==> config.mk <==
export PLATFORM = sky130hd
export DESIGN_NAME = nmea_gga_position_parser
export DESIGN_NICKNAME = d
export VERILOG_FILES = /design/src/design/nggp_pkg.sv /design/src/design/nmea_gga_position_parser.sv /design/src/design/nggp_parser.sv /design/src/design/nggp_convert.sv
export SDC_FILE = /design/constraint.sdc
export NUM_CORES = 2
export LEC_CHECK = 0
export BUFFER_PORTS_ARGS = -buffer_cell sky130_fd_sc_hd__buf_2
export CAP_MARGIN = 20
export CORE_MARGIN = 8
export CORE_UTILIZATION = 55
export DETAILED_ROUTE_END_ITERATION = 8
export MAX_ROUTING_LAYER = met4
export PLACE_DENSITY = 0.69
export SLEW_MARGIN = 20
export SYNTH_ARGS = -nofsm -noshare
export SYNTH_HDL_FRONTEND = slang
export SYNTH_SLANG_ARGS = --single-unit
==> constraint.sdc <==
create_clock -name aclk -period 7.3 [get_ports aclk]
set_clock_uncertainty 0.2 [all_clocks]
set_input_delay 0.73 -clock aclk [delete_from_list [all_inputs] [get_ports aclk]]
set_output_delay 0.73 -clock aclk [all_outputs]
set_load 0.1 [all_outputs]
==> src/design/nggp_pkg.sv <==
`timescale 1ns / 1ps

package nggp_pkg;

    // ascii codes seen by the parser
    localparam logic [7:0] ASCII_NL     = 8'h0A;
    localparam logic [7:0] ASCII_DOLLAR = 8'h24;
    localparam logic [7:0] ASCII_COMMA  = 8'h2C;
    localparam logic [7:0] ASCII_DOT    = 8'h2E;
    localparam logic [7:0] ASCII_ZERO   = 8'h30;
    localparam logic [7:0] ASCII_NINE   = 8'h39;
    localparam logic [7:0] ASCII_A      = 8'h41;
    localparam logic [7:0] ASCII_G      = 8'h47;
    localparam logic [7:0] ASCII_S      = 8'h53;
    localparam logic [7:0] ASCII_W      = 8'h57;

    // talker id after reset: "GN"
    localparam logic [15:0] TALKER_RESET = 16'h474E;

    // sentence header is '$', two talker characters, then GGA
    localparam int HDR_LEN = 6;

    // field numbers within a sentence
    localparam logic [3:0] FIELD_TIME = 4'd1;
    localparam logic [3:0] FIELD_LAT  = 4'd2;
    localparam logic [3:0] FIELD_NS   = 4'd3;
    localparam logic [3:0] FIELD_LON  = 4'd4;
    localparam logic [3:0] FIELD_EW   = 4'd5;
    localparam logic [3:0] FIELD_MAX  = 4'd15;
    localparam logic [3:0] POS_MAX    = 4'd15;

    // integer part of a coordinate saturates here
    localparam logic [16:0] INT_SAT = 17'd99999;

    // x / 100 == (x * 167773) >> 24, exact for x up to 99999
    localparam logic [17:0] DIV100_MUL = 18'd167773;
    // x / 15 == (x * 286331154) >> 32, exact for x below 2^28
    localparam logic [28:0] DIV15_MUL  = 29'd286331154;
    localparam logic [23:0] E7         = 24'd10000000;

    // expected character at a header position
    function automatic logic [7:0] hdr_char(input logic [2:0] pos, input logic [15:0] talker);
        logic [7:0] ch;
        case (pos)
            3'd0: ch = ASCII_DOLLAR;
            3'd1: ch = talker[15:8];
            3'd2: ch = talker[7:0];
            3'd3: ch = ASCII_G;
            3'd4: ch = ASCII_G;
            default: ch = ASCII_A;
        endcase
        return ch;
    endfunction

endpackage

==> src/design/nmea_gga_position_parser.sv <==
`timescale 1ns / 1ps
// NMEA GGA position parser.
// Input channel s_*: one received character per transaction in s_rx_byte.
// Result channel m_*: one transaction per newline that ends a sentence
// starting with '$', the talker id and GGA; it carries UTC hour, minute,
// second and latitude / longitude in signed degrees times 10^7.
// cfg_wr_en / cfg_wr_data write the two-character talker id (first char high).
// Throughput: one character per cycle while s_ready is high; every character goes
// through the parser registers in the cycle it is accepted.
// A result passes from its newline through conversion stages 0 to 3 and the
// output register to m_valid (divide by 100, scale, reciprocal of 15, sign).
// Stall: while m_ready is low the pipeline keeps filling; s_ready drops only
// when the four conversion stages and the output register all hold a result.
// Reset (aresetn low, synchronous): talker id back to "GN", line state
// cleared, pipeline emptied, no result pending.
module nmea_gga_position_parser #(
    parameter int LINE_LIMIT  = 99,
    parameter int FRAC_DIGITS = 5
) (
    input  logic                aclk,
    input  logic                aresetn,
    input  logic                cfg_wr_en,
    input  logic [15:0]         cfg_wr_data,
    input  logic                s_valid,
    output logic                s_ready,
    input  logic [7:0]          s_rx_byte,
    output logic                m_valid,
    input  logic                m_ready,
    output logic [6:0]          m_hour,
    output logic [6:0]          m_minute,
    output logic [6:0]          m_second,
    output logic signed [34:0]  m_latitude_e7,
    output logic signed [34:0]  m_longitude_e7
);

    localparam int FW = $clog2(10 ** FRAC_DIGITS);

    logic              line_valid;
    logic [5:0][3:0]   time_digits;
    logic [16:0]       lat_int, lon_int;
    logic [FW-1:0]     lat_frac, lon_frac;
    logic              south, west;

    // character parser and line state
    nggp_parser #(
        .LINE_LIMIT  (LINE_LIMIT),
        .FRAC_DIGITS (FRAC_DIGITS)
    ) u_parser (
        .aclk        (aclk),
        .aresetn     (aresetn),
        .cfg_wr_en   (cfg_wr_en),
        .cfg_wr_data (cfg_wr_data),
        .byte_valid  (s_valid),
        .byte_ready  (s_ready),
        .rx_byte     (s_rx_byte),
        .line_valid  (line_valid),
        .time_digits (time_digits),
        .lat_int     (lat_int),
        .lat_frac    (lat_frac),
        .lon_int     (lon_int),
        .lon_frac    (lon_frac),
        .south       (south),
        .west        (west)
    );

    // conversion pipeline and result register
    nggp_convert #(
        .FRAC_DIGITS (FRAC_DIGITS)
    ) u_convert (
        .aclk         (aclk),
        .aresetn      (aresetn),
        .in_valid     (line_valid),
        .in_ready     (s_ready),
        .time_digits  (time_digits),
        .lat_int      (lat_int),
        .lat_frac     (lat_frac),
        .lon_int      (lon_int),
        .lon_frac     (lon_frac),
        .south        (south),
        .west         (west),
        .out_valid    (m_valid),
        .out_ready    (m_ready),
        .hour         (m_hour),
        .minute       (m_minute),
        .second       (m_second),
        .latitude_e7  (m_latitude_e7),
        .longitude_e7 (m_longitude_e7)
    );

endmodule

==> src/design/nggp_parser.sv <==
`timescale 1ns / 1ps

module nggp_parser #(
    parameter int LINE_LIMIT  = 99,
    parameter int FRAC_DIGITS = 5,
    localparam int CW = $clog2(LINE_LIMIT + 1),
    localparam int FW = $clog2(10 ** FRAC_DIGITS),
    localparam int DW = $clog2(FRAC_DIGITS + 1)
) (
    input  logic                aclk,
    input  logic                aresetn,
    input  logic                cfg_wr_en,
    input  logic [15:0]         cfg_wr_data,
    input  logic                byte_valid,
    input  logic                byte_ready,
    input  logic [7:0]          rx_byte,
    output logic                line_valid,
    output logic [5:0][3:0]     time_digits,
    output logic [16:0]         lat_int,
    output logic [FW-1:0]       lat_frac,
    output logic [16:0]         lon_int,
    output logic [FW-1:0]       lon_frac,
    output logic                south,
    output logic                west
);

    logic [15:0]      talker_id_reg;
    logic [CW-1:0]    char_count_reg, char_count_next;
    logic             header_ok_reg, header_ok_next;
    logic [3:0]       field_number_reg, field_number_next;
    logic [3:0]       field_char_pos_reg, field_char_pos_next;
    logic [5:0][3:0]  time_digits_reg, time_digits_next;
    logic [16:0]      lat_int_reg, lat_int_next;
    logic [FW-1:0]    lat_frac_reg, lat_frac_next;
    logic [16:0]      lon_int_reg, lon_int_next;
    logic [FW-1:0]    lon_frac_reg, lon_frac_next;
    logic [DW-1:0]    frac_cnt_reg, frac_cnt_next;
    logic             after_point_reg, after_point_next;
    logic             south_reg, south_next;
    logic             west_reg, west_next;

    logic             accept;
    logic             is_nl;
    logic             is_digit;
    logic [3:0]       digit;
    logic [16:0]      num_int;
    logic [FW-1:0]    num_frac;
    logic [19:0]      int_calc;
    logic [16:0]      int_new;
    logic [FW-1:0]    frac_new;
    logic [DW-1:0]    frac_cnt_new;
    logic             after_point_new;
    logic             line_match;

    assign accept   = byte_valid && byte_ready;
    assign is_nl    = (rx_byte == nggp_pkg::ASCII_NL);
    assign is_digit = (rx_byte >= nggp_pkg::ASCII_ZERO) && (rx_byte <= nggp_pkg::ASCII_NINE);
    assign digit    = is_digit ? 4'(rx_byte - nggp_pkg::ASCII_ZERO) : 4'd0;

    // a finished line goes to the converter on its newline
    assign line_match = header_ok_reg && (char_count_reg >= CW'(nggp_pkg::HDR_LEN));
    assign line_valid = byte_valid && is_nl && line_match;

    // shared number accumulator for latitude and longitude
    assign num_int  = (field_number_reg == nggp_pkg::FIELD_LAT) ? lat_int_reg : lon_int_reg;
    assign num_frac = (field_number_reg == nggp_pkg::FIELD_LAT) ? lat_frac_reg : lon_frac_reg;
    assign int_calc = {3'b000, num_int} * 20'd10 + 20'(digit);
    assign int_new  = (int_calc > 20'(nggp_pkg::INT_SAT)) ? nggp_pkg::INT_SAT : int_calc[16:0];

    always_comb begin
        frac_new        = num_frac;
        frac_cnt_new    = frac_cnt_reg;
        after_point_new = after_point_reg;
        if (is_digit) begin
            if (after_point_reg && (frac_cnt_reg < DW'(FRAC_DIGITS))) begin
                frac_new     = FW'(num_frac * FW'(10) + FW'(digit));
                frac_cnt_new = frac_cnt_reg + DW'(1);
            end
        end else if (rx_byte == nggp_pkg::ASCII_DOT && !after_point_reg) begin
            after_point_new = 1'b1;
        end else begin
            // anything else ends the number
            after_point_new = 1'b1;
            frac_cnt_new    = DW'(FRAC_DIGITS);
        end
    end

    // line state update
    always_comb begin
        char_count_next     = char_count_reg;
        header_ok_next      = header_ok_reg;
        field_number_next   = field_number_reg;
        field_char_pos_next = field_char_pos_reg;
        time_digits_next    = time_digits_reg;
        lat_int_next        = lat_int_reg;
        lat_frac_next       = lat_frac_reg;
        lon_int_next        = lon_int_reg;
        lon_frac_next       = lon_frac_reg;
        frac_cnt_next       = frac_cnt_reg;
        after_point_next    = after_point_reg;
        south_next          = south_reg;
        west_next           = west_reg;
        if (accept) begin
            if (is_nl) begin
                char_count_next     = '0;
                header_ok_next      = 1'b1;
                field_number_next   = '0;
                field_char_pos_next = '0;
                time_digits_next    = '0;
                lat_int_next        = '0;
                lat_frac_next       = '0;
                lon_int_next        = '0;
                lon_frac_next       = '0;
                frac_cnt_next       = '0;
                after_point_next    = 1'b0;
                south_next          = 1'b0;
                west_next           = 1'b0;
            end else if (char_count_reg < CW'(LINE_LIMIT)) begin
                if (char_count_reg < CW'(nggp_pkg::HDR_LEN)
                    && rx_byte != nggp_pkg::hdr_char(char_count_reg[2:0], talker_id_reg)) begin
                    header_ok_next = 1'b0;
                end
                char_count_next = char_count_reg + CW'(1);
                if (rx_byte == nggp_pkg::ASCII_COMMA) begin
                    if (field_number_reg < nggp_pkg::FIELD_MAX) begin
                        field_number_next = field_number_reg + 4'd1;
                    end
                    field_char_pos_next = '0;
                    after_point_next    = 1'b0;
                    frac_cnt_next       = '0;
                end else begin
                    case (field_number_reg)
                        nggp_pkg::FIELD_TIME: begin
                            for (int i = 0; i < 6; i++) begin
                                if (field_char_pos_reg == 4'(i)) begin
                                    time_digits_next[i] = digit;
                                end
                            end
                        end
                        nggp_pkg::FIELD_LAT: begin
                            if (is_digit && !after_point_reg) begin
                                lat_int_next = int_new;
                            end
                            lat_frac_next    = frac_new;
                            frac_cnt_next    = frac_cnt_new;
                            after_point_next = after_point_new;
                        end
                        nggp_pkg::FIELD_NS: begin
                            if (field_char_pos_reg == 4'd0) begin
                                south_next = (rx_byte == nggp_pkg::ASCII_S);
                            end
                        end
                        nggp_pkg::FIELD_LON: begin
                            if (is_digit && !after_point_reg) begin
                                lon_int_next = int_new;
                            end
                            lon_frac_next    = frac_new;
                            frac_cnt_next    = frac_cnt_new;
                            after_point_next = after_point_new;
                        end
                        nggp_pkg::FIELD_EW: begin
                            if (field_char_pos_reg == 4'd0) begin
                                west_next = (rx_byte == nggp_pkg::ASCII_W);
                            end
                        end
                        default: begin
                        end
                    endcase
                    if (field_char_pos_reg < nggp_pkg::POS_MAX) begin
                        field_char_pos_next = field_char_pos_reg + 4'd1;
                    end
                end
            end
        end
    end

    always_ff @(posedge aclk) begin
        if (!aresetn) begin
            talker_id_reg      <= nggp_pkg::TALKER_RESET;
            char_count_reg     <= '0;
            header_ok_reg      <= 1'b1;
            field_number_reg   <= '0;
            field_char_pos_reg <= '0;
            time_digits_reg    <= '0;
            lat_int_reg        <= '0;
            lat_frac_reg       <= '0;
            lon_int_reg        <= '0;
            lon_frac_reg       <= '0;
            frac_cnt_reg       <= '0;
            after_point_reg    <= 1'b0;
            south_reg          <= 1'b0;
            west_reg           <= 1'b0;
        end else begin
            if (cfg_wr_en) begin
                talker_id_reg <= cfg_wr_data;
            end
            char_count_reg     <= char_count_next;
            header_ok_reg      <= header_ok_next;
            field_number_reg   <= field_number_next;
            field_char_pos_reg <= field_char_pos_next;
            time_digits_reg    <= time_digits_next;
            lat_int_reg        <= lat_int_next;
            lat_frac_reg       <= lat_frac_next;
            lon_int_reg        <= lon_int_next;
            lon_frac_reg       <= lon_frac_next;
            frac_cnt_reg       <= frac_cnt_next;
            after_point_reg    <= after_point_next;
            south_reg          <= south_next;
            west_reg           <= west_next;
        end
    end

    assign time_digits = time_digits_reg;
    assign lat_int     = lat_int_reg;
    assign lat_frac    = lat_frac_reg;
    assign lon_int     = lon_int_reg;
    assign lon_frac    = lon_frac_reg;
    assign south       = south_reg;
    assign west        = west_reg;

endmodule

==> src/design/nggp_convert.sv <==
`timescale 1ns / 1ps

module nggp_convert #(
    parameter int FRAC_DIGITS = 5,
    localparam int FW = $clog2(10 ** FRAC_DIGITS),
    localparam int SCALE = 10 ** (7 - FRAC_DIGITS)
) (
    input  logic                aclk,
    input  logic                aresetn,
    input  logic                in_valid,
    output logic                in_ready,
    input  logic [5:0][3:0]     time_digits,
    input  logic [16:0]         lat_int,
    input  logic [FW-1:0]       lat_frac,
    input  logic [16:0]         lon_int,
    input  logic [FW-1:0]       lon_frac,
    input  logic                south,
    input  logic                west,
    output logic                out_valid,
    input  logic                out_ready,
    output logic [6:0]          hour,
    output logic [6:0]          minute,
    output logic [6:0]          second,
    output logic signed [34:0]  latitude_e7,
    output logic signed [34:0]  longitude_e7
);

    // lane 0 is latitude, lane 1 is longitude
    logic [16:0]    ip_in [2];
    logic [FW-1:0]  fp_in [2];
    logic           neg_in [2];

    logic [3:0]     v_reg;
    logic [4:0]     rdy;

    logic [6:0]     hour_reg [4];
    logic [6:0]     minute_reg [4];
    logic [6:0]     second_reg [4];
    logic           neg_reg [4][2];

    logic [16:0]    ip_s0_reg [2];
    logic [9:0]     q_s0_reg [2];
    logic [FW-1:0]  fp_s0_reg [2];
    logic [6:0]     mm_s1_reg [2];
    logic [FW-1:0]  fp_s1_reg [2];
    logic [33:0]    deg_reg [3][2];
    logic [29:0]    y_s2_reg [2];
    logic [24:0]    x_s3_reg [2];

    logic           out_valid_reg;
    logic [6:0]     hour_out_reg, minute_out_reg, second_out_reg;
    logic [34:0]    lat_out_reg, lon_out_reg;

    logic [33:0]    q_prod [2];
    logic [16:0]    mm_full [2];
    logic [56:0]    x_prod [2];
    logic [34:0]    sum [2];

    assign ip_in[0]  = lat_int;
    assign ip_in[1]  = lon_int;
    assign fp_in[0]  = lat_frac;
    assign fp_in[1]  = lon_frac;
    assign neg_in[0] = south;
    assign neg_in[1] = west;

    // elastic pipeline: a stage takes new data when empty or moving on
    always_comb begin
        rdy[4] = !out_valid_reg || out_ready;
        for (int k = 3; k >= 0; k--) begin
            rdy[k] = !v_reg[k] || rdy[k+1];
        end
    end
    assign in_ready = rdy[0];

    always_comb begin
        for (int i = 0; i < 2; i++) begin
            q_prod[i]  = {17'd0, ip_in[i]} * {16'd0, nggp_pkg::DIV100_MUL};
            mm_full[i] = ip_s0_reg[i] - {7'd0, q_s0_reg[i]} * 17'd100;
            x_prod[i]  = 57'(y_s2_reg[i][29:2]) * 57'(nggp_pkg::DIV15_MUL);
            sum[i]     = {1'b0, deg_reg[2][i]} + 35'(x_s3_reg[i]);
        end
    end

    // valid bits
    always_ff @(posedge aclk) begin
        if (!aresetn) begin
            v_reg         <= '0;
            out_valid_reg <= 1'b0;
        end else begin
            if (rdy[0]) begin
                v_reg[0] <= in_valid;
            end
            for (int k = 1; k < 4; k++) begin
                if (rdy[k]) begin
                    v_reg[k] <= v_reg[k-1];
                end
            end
            if (rdy[4]) begin
                out_valid_reg <= v_reg[3];
            end
        end
    end

    // stage 0: time fields and degrees by division by 100
    always_ff @(posedge aclk) begin
        if (rdy[0]) begin
            hour_reg[0]   <= {3'd0, time_digits[0]} * 7'd10 + {3'd0, time_digits[1]};
            minute_reg[0] <= {3'd0, time_digits[2]} * 7'd10 + {3'd0, time_digits[3]};
            second_reg[0] <= {3'd0, time_digits[4]} * 7'd10 + {3'd0, time_digits[5]};
            for (int i = 0; i < 2; i++) begin
                ip_s0_reg[i]  <= ip_in[i];
                q_s0_reg[i]   <= q_prod[i][33:24];
                fp_s0_reg[i]  <= fp_in[i];
                neg_reg[0][i] <= neg_in[i];
            end
        end
    end

    // stage 1: whole minutes and scaled degrees
    always_ff @(posedge aclk) begin
        if (rdy[1]) begin
            hour_reg[1]   <= hour_reg[0];
            minute_reg[1] <= minute_reg[0];
            second_reg[1] <= second_reg[0];
            for (int i = 0; i < 2; i++) begin
                mm_s1_reg[i]  <= mm_full[i][6:0];
                deg_reg[0][i] <= {24'd0, q_s0_reg[i]} * {10'd0, nggp_pkg::E7};
                fp_s1_reg[i]  <= fp_s0_reg[i];
                neg_reg[1][i] <= neg_reg[0][i];
            end
        end
    end

    // stage 2: minutes times 10^7 over the fraction scale
    always_ff @(posedge aclk) begin
        if (rdy[2]) begin
            hour_reg[2]   <= hour_reg[1];
            minute_reg[2] <= minute_reg[1];
            second_reg[2] <= second_reg[1];
            for (int i = 0; i < 2; i++) begin
                y_s2_reg[i]   <= {23'd0, mm_s1_reg[i]} * {6'd0, nggp_pkg::E7}
                                 + 30'(fp_s1_reg[i]) * 30'(SCALE);
                deg_reg[1][i] <= deg_reg[0][i];
                neg_reg[2][i] <= neg_reg[1][i];
            end
        end
    end

    // stage 3: divide by 60 as a shift by 2 and a reciprocal of 15
    always_ff @(posedge aclk) begin
        if (rdy[3]) begin
            hour_reg[3]   <= hour_reg[2];
            minute_reg[3] <= minute_reg[2];
            second_reg[3] <= second_reg[2];
            for (int i = 0; i < 2; i++) begin
                x_s3_reg[i]   <= x_prod[i][56:32];
                deg_reg[2][i] <= deg_reg[1][i];
                neg_reg[3][i] <= neg_reg[2][i];
            end
        end
    end

    // output register: add and apply hemisphere sign
    always_ff @(posedge aclk) begin
        if (rdy[4]) begin
            hour_out_reg   <= hour_reg[3];
            minute_out_reg <= minute_reg[3];
            second_out_reg <= second_reg[3];
            lat_out_reg    <= neg_reg[3][0] ? (35'd0 - sum[0]) : sum[0];
            lon_out_reg    <= neg_reg[3][1] ? (35'd0 - sum[1]) : sum[1];
        end
    end

    assign out_valid    = out_valid_reg;
    assign hour         = hour_out_reg;
    assign minute       = minute_out_reg;
    assign second       = second_out_reg;
    assign latitude_e7  = signed'(lat_out_reg);
    assign longitude_e7 = signed'(lon_out_reg);

endmodule

== Word-level counts from Yosys, hierarchy flattened ==
Memory sizes are Yosys's and may differ from the RTL's. A register that Yosys moved wholly into a read port is not among the register bits.
Cells that the tools add are included.

* $lt $le $gt $ge: 9
* Muxes and demuxes: 82
* $add $sub $neg: 18
* $mul: 17
* Reductions and logical operators: 60
* Eq/ne operators: 24

{| class="wikitable"
|+ Operators with widths
! cell !! count
|-
| 17-bit 2-to-1 mux || 22
|-
| 28-bit by 28-bit multiplier with 56-bit output, second input constant || 2
|-
| 24-bit 2-to-1 mux || 4
|-
| 34-bit by 25-bit adder with 35-bit output || 2
|-
| 35-bit 2-to-1 mux || 2
|-
| 1-bit by 35-bit subtractor with 35-bit output, first input constant || 2
|-
| 17-bit by 18-bit multiplier with 34-bit output, second input constant || 2
|-
| 30-bit by 24-bit adder with 30-bit output || 2
|-
| 4-bit 2-to-1 mux || 15
|-
| 5-bit AND reduction || 11
|-
| 10-bit by 17-bit multiplier with 27-bit output, second input constant || 2
|-
| 7-bit by 17-bit multiplier with 23-bit output, second input constant || 2
|-
| 17-bit by 5-bit multiplier with 22-bit output, second input constant || 2
|-
| 8-bit case mux with 4 select lines || 1
|-
| 2-bit nonzero test || 16
|-
| 1-bit 2-to-1 mux || 26
|-
| 8-bit 2-to-1 mux || 3
|-
| 7-bit by 4-bit adder with 7-bit output || 3
|-
| 3-bit 2-to-1 mux || 7
|-
| 20-bit by 4-bit adder with 20-bit output || 1
|-
| 20-bit by 17-bit > comparator with 1-bit output, second input constant || 1
|-
| 10-bit by 5-bit multiplier with 5-bit output, second input constant || 2
|-
| 17-bit by 3-bit multiplier with 19-bit output, second input constant || 1
|-
| 4-bit by 3-bit multiplier with 6-bit output, second input constant || 3
|-
| 39 further kinds || 76
|}

* Bits in writable memories: 542
* Input port bits: 29
* Output and inout bits: 93
* Register bits: 205
* Logic and storage cells: 248
* Memories kept: 12

{| class="wikitable"
|+ Memories
! memory !! depth !! width !! read ports !! clocked after memory_dff !! wr ports !! RTL line !! text
|-
| u_convert.deg_reg || 3 || 68 || 3 || 0 || 3 || nggp_convert.sv:46 || <nowiki>logic [33:0] deg_reg [3][2];</nowiki>
|-
| u_convert.y_s2_reg || 2 || 30 || 2 || 0 || 2 || nggp_convert.sv:47 || <nowiki>logic [29:0] y_s2_reg [2];</nowiki>
|-
| u_convert.x_s3_reg || 2 || 25 || 2 || 0 || 2 || nggp_convert.sv:48 || <nowiki>logic [24:0] x_s3_reg [2];</nowiki>
|-
| u_convert.fp_s0_reg || 2 || 17 || 2 || 0 || 2 || nggp_convert.sv:43 || <nowiki>logic [FW-1:0] fp_s0_reg [2];</nowiki>
|-
| u_convert.fp_s1_reg || 2 || 17 || 2 || 0 || 2 || nggp_convert.sv:45 || <nowiki>logic [FW-1:0] fp_s1_reg [2];</nowiki>
|-
| u_convert.ip_s0_reg || 2 || 17 || 2 || 0 || 2 || nggp_convert.sv:41 || <nowiki>logic [16:0] ip_s0_reg [2];</nowiki>
|-
| +6 memories || -- || -- || -- || -- || -- || -- ||
|}

== Depth between registers and ports, before layout ==
* Depth in word-level cells: 13
* Depth in mapped cells: 25

== Modules after synthesis ==
Synthesis repeated with hierarchy kept, for this count alone.

* Cells, all modules: 6369
* Area, all modules: 67833.8 sq um

{| class="wikitable"
|+ Modules (own cells, without submodules)
! module !! sequential area each (sq um) !! cells an instance !! area each (sq um) !! instances
|-
| nggp_convert || 17126.4 || 5290 || 58896.5 || 1
|-
| nggp_parser || 2602.5 || 1079 || 8937.3 || 1
|}

== Worst setup path after synthesis ==
No wires, ideal clock.

* Kind: flip-flop to flip-flop
* Start: register u_convert.out_valid_reg (netlist: u_convert.out_valid)
* End: register u_parser.lat_frac_reg[10] (netlist: u_parser.lat_frac[10])
* Buffers on the path: 3
* Cell stages (with the launch flop): 12
* Data arrival time: 6.608 ns
* Slack: 0.416 ns
* Setup time: 0.076 ns
* Required time: 7.024 ns
* Period minus slack after synthesis: 6.884 ns
* Cell sequence: dfxtp_1 > nor2b_1 > and3_1 > nand3_1 > nand2_1 > or2_2 > clkbuf_1 > or3_1 > clkbuf_1 > clkbuf_1 > nand2_1 > a21boi_0

* Word-level cells in the longest chain between the ends: 8

{| class="wikitable"
|+ RTL lines
! what !! RTL line !! text
|-
| from (decl) || nggp_convert.sv:50 || <nowiki>logic out_valid_reg;</nowiki>
|-
| from (signal assigned) || nggp_convert.sv:99 || <nowiki>out_valid_reg <= v_reg[3];</nowiki>
|-
| 1-bit zero test || nggp_convert.sv:68 || <nowiki>rdy[4] = !out_valid_reg || out_ready;</nowiki>
|-
| 1-bit logical OR || nggp_convert.sv:68 ||
|-
| 1-bit logical OR (4 in series) || nggp_convert.sv:70 || <nowiki>rdy[k] = !v_reg[k] || rdy[k+1];</nowiki>
|-
| net s_ready || nmea_gga_position_parser.sv:25 || <nowiki>output logic s_ready,</nowiki>
|-
| 1-bit logical AND || nggp_parser.sv:55 || <nowiki>assign accept = byte_valid && byte_ready;</nowiki>
|-
| 4-bit AND reduction (no line) || -- ||
|-
| to (signal assigned) || nggp_parser.sv:203 || <nowiki>lat_frac_reg <= lat_frac_next;</nowiki>
|-
| to (decl) || nggp_parser.sv:34 || <nowiki>logic [FW-1:0] lat_frac_reg, lat_frac_next;</nowiki>
|}

The timed path passes the listed nets, and every way through them passes these cells.
A chain may end at the register's enable or synchronous reset.

==> summary.md <==
| Metric | Value |
|---|---|
| Max VDD drop | 183 uV |
| Ys Warns | 0 |
| CTS tree | yes |
| Post-route ant nets | 0 |
| Crit path DAT | 7.00 ns |
| Vias after detailed routing | 44900 |
| IO Pins | 122 |
| Slew headroom | around a third |
| I/O Buffers | 121 |
| CTS Buf Count | 80 |
| Post-CTS Setup Inserts | 0 |
| Sequential cell area | 19700 um^2 |
| Area delta synth->final | 7.84% |
| Unrepaired setup endpoints after global routing | false |
| Number of remaining DRC errors | 0 |
| Total GRT Usage | a little under a quarter |
| Synth Register Bits | 702 |
| Hold Fails Final Rpt | 0 |
| Final setup violation count | 0 |
| Die H | between 300 and 400 um |
| Total Wirelength | roughly 150000 um |
| First-pass GRT wire length | 244000 um |
| Worst hold path class | input port to register |
| Post-route setup slack | 0.484 ns |
| Fill cells | a little over 10000 |
| Worst-path clk slew | ~0.060 ns |
| Worst EP required | 7.49 ns |
| Share of cells above drive strength 1 | under 10% |
| CP Capture Type | register |
| Critical path's largest stage delay | between 0.5 and 0.6 ns |
| Clock sink count | roughly 700 |
| DRT Pass-1 Iters | 5 |
| Vias in the first global route | 46300 |
| Cell Rows | 129 |
| Overflow after GRT | 0 |
| Worst-path fanout max | 7 |
| Commonest non-fill, non-tap cell in the layout | inv_1 |
| Drt wl/cell | 18.1 um |
| Yosys cell types | 86 |
| Most frequent cells in the layout | inv_1, ha_1, fa_1, edfxtp_1, xnor2_1 |
| Combined area of the multi-input logic cells | around 43000 um^2 |
| Max layer used | met4 |
| Pins Over Slew Limit | 0 |
| H-tree level count | 3 |
| CTS Hold Bufs | 0 |
| CTS resizes | 0 |
| CP max stage cell | fa_1 |
| Max reg flops | 162 |
| Post-Place Worst Slack | 0.319 ns |
| Leak | 40.2 nW |
| Gpl congestion | 0.959 |
| # nets final | 8489 |
| Metal1 wirelength | 71800 um |
| Max cap viols | 0 |
| Startpoint Class | register |
| Die width | 369 um |
| Mapped Area | 68300 um^2 |
| Initial DRC Count | 2551 |
| Crit Path Class | register to register |
| Initial antenna violation count | 8 |
| Vias/cell | 5.40 |
| Sum Neg Setup Slack | 0 ns |
| Number of flops mapped to enable cells by yosys | 567 |
| Cells after Synth | 6436 |
| Critical Path, Cell by Cell | ha_1, fa_1, inv_1, fa_1, inv_1, fa_1, fa_1, inv_1, fa_1, inv_1, ha_1, a21o_1, a21o_1, a211oi_1, nor2_1, a2111oi_1, o21ai_0, o2111ai_1, o22ai_1, o41ai_1, xnor2_1 |
| CTS root buffer | clkbuf_16 |
| Synth top area share | 24.9% |
| Slew @ Worst Pin | ~1 ns |
| CTS Buffer Depth | 3 |
| Clock Latency Late Sink | 0.66 ns |
| Hpwl dp | 126000 um |
| Main synth FF type | edfxtp_1 |
| Synth Area per Inst | 10.6 um^2 |
| Clock period minus worst slack | 6.82 ns |
| Outcome | finished, final reports clean |
| Final core occ | 59.7% |
| DR WL met2 | 68400 um |
| Register area share after synthesis | 28.9% |
| Largest net degree at the start of global routing | 92 |
| Met3 WL | 7670 um |
| Async S/R FF share, synth | 0% |
| Largest area contributor in the netlist | edfxtp_1 |
| Critical path's most frequent cell | fa_1 |
| Top cells by area, synth | edfxtp_1, ha_1, fa_1, inv_1, dfxtp_1 |
| Initial Util | 55.3% |
| Core ar. | 123000 um^2 |
| Fmax | 147 MHz |
| Final period util | 93.4% |
| Power Density | 114 nW/um^2 |
| Total chip power | 8.43 mW |
| Die area | 136000 um^2 |
| Synth Net Count | 8323 |
==> Yosys cell counts, drive strengths merged (9+ instances only) <==
cell	count
o21a	43
and3	38
nor3b	14
a21boi	44
a211oi	29
mux2	20
nand3	119
o41ai	12
xnor2	277
o31ai	39
or2	23
nand2b	50
nor2b	80
nand3b	14
buf	13
fa	580
or3	32
nor3	72
edfxtp	567
nand4	50
or4	9
and2	26
o2111ai	9
o211ai	28
dfxtp	135
a31oi	26
inv	1313
nand2	259
xor2	125
nor2	263
mux2i	50
o221ai	13
clkbuf	58
a21o	108
o21bai	34
o21ai	193
ha	1278
nor4	15
o311ai	11
a211o	9
a21oi	235
==> logic make-up after synthesis <==
logic type / count (synthesis) / synth area share (%)
AO/OA/AOI/OAI: 928 / 8.97
XOR/XNOR: 402 / 5.15
adder cells (fa/ha/maj): 1858 / 40.4
buffers and inverters: 1385 / 7.62
flip-flops: 702 / 28.9
multiplexers: 70 / 1.06
AND/OR/NAND/NOR: 1091 / 7.94
==> through the flow <==
stage               std cells  hold slack, ns  area, um^2
floorplan                6436           0.200       68300
detailed placement       8156           0.205       71000
CTS                      8303          0.0484       73700
global route             8306          0.0901       73700
global placement         8156           0.200       71000
finish                   8308           0.109       73700
==> cell type report <==
cell class	instances	share of cell area (%)
diodes	4	0.0136
clock inverters	47	0.674
repair buffers	155	1.19
flip-flops and latches	702	26.8
well taps	1637	2.78
multi-input cells	4349	58.9
inverters	1314	6.70
clock buffers	100	2.93
==> worst paths after layout <==
check / startpoint / end / slack (ns) / cells past startpoint
worst max-delay path: u_parser.lon_int[14] / u_convert.q_s0_reg[0][19] / 0.48 / 21
worst min-delay path: cfg_wr_data[8] / u_parser.talker_id_reg[8] / 0.11 / 3
worst max register to register: u_parser.lon_int[14] / u_convert.q_s0_reg[0][19] / 0.48 / 21
worst min register to register: u_convert.deg_reg[1][12] / u_convert.deg_reg[2][12] / 0.21 / 0
==> where the power goes <==
part / switching (mW) / internal [mW] / leakage [nW]
clock network: 1.67 / 2.37 / 1.28
logic: 0.0669 / 0.0392 / 30.9
registers: 0.00808 / 4.27 / 8.09
total: 1.74 / 6.69 / 40.2
==> metal layers <==
layer  global-route usage (%)  up-vias
met3                     2.94      156
met1                     31.5    21600
met2                     36.3      878
li1                         -    22200
met5                        -        -
met4                     4.79        0
==> worst max-delay path: cells and delay by family, from the launching register on <==
family                   cells  cell delay (ns)
buffers and inverters        4             0.25
AND/OR/NAND/NOR              1             0.10
adder cells (fa/ha/maj)      7             3.32
flip-flops                   1             0.53
XOR/XNOR                     1             0.11
AO/OA/AOI/OAI                8             2.02
Note: power is estimated with default switching activity, not from simulation.
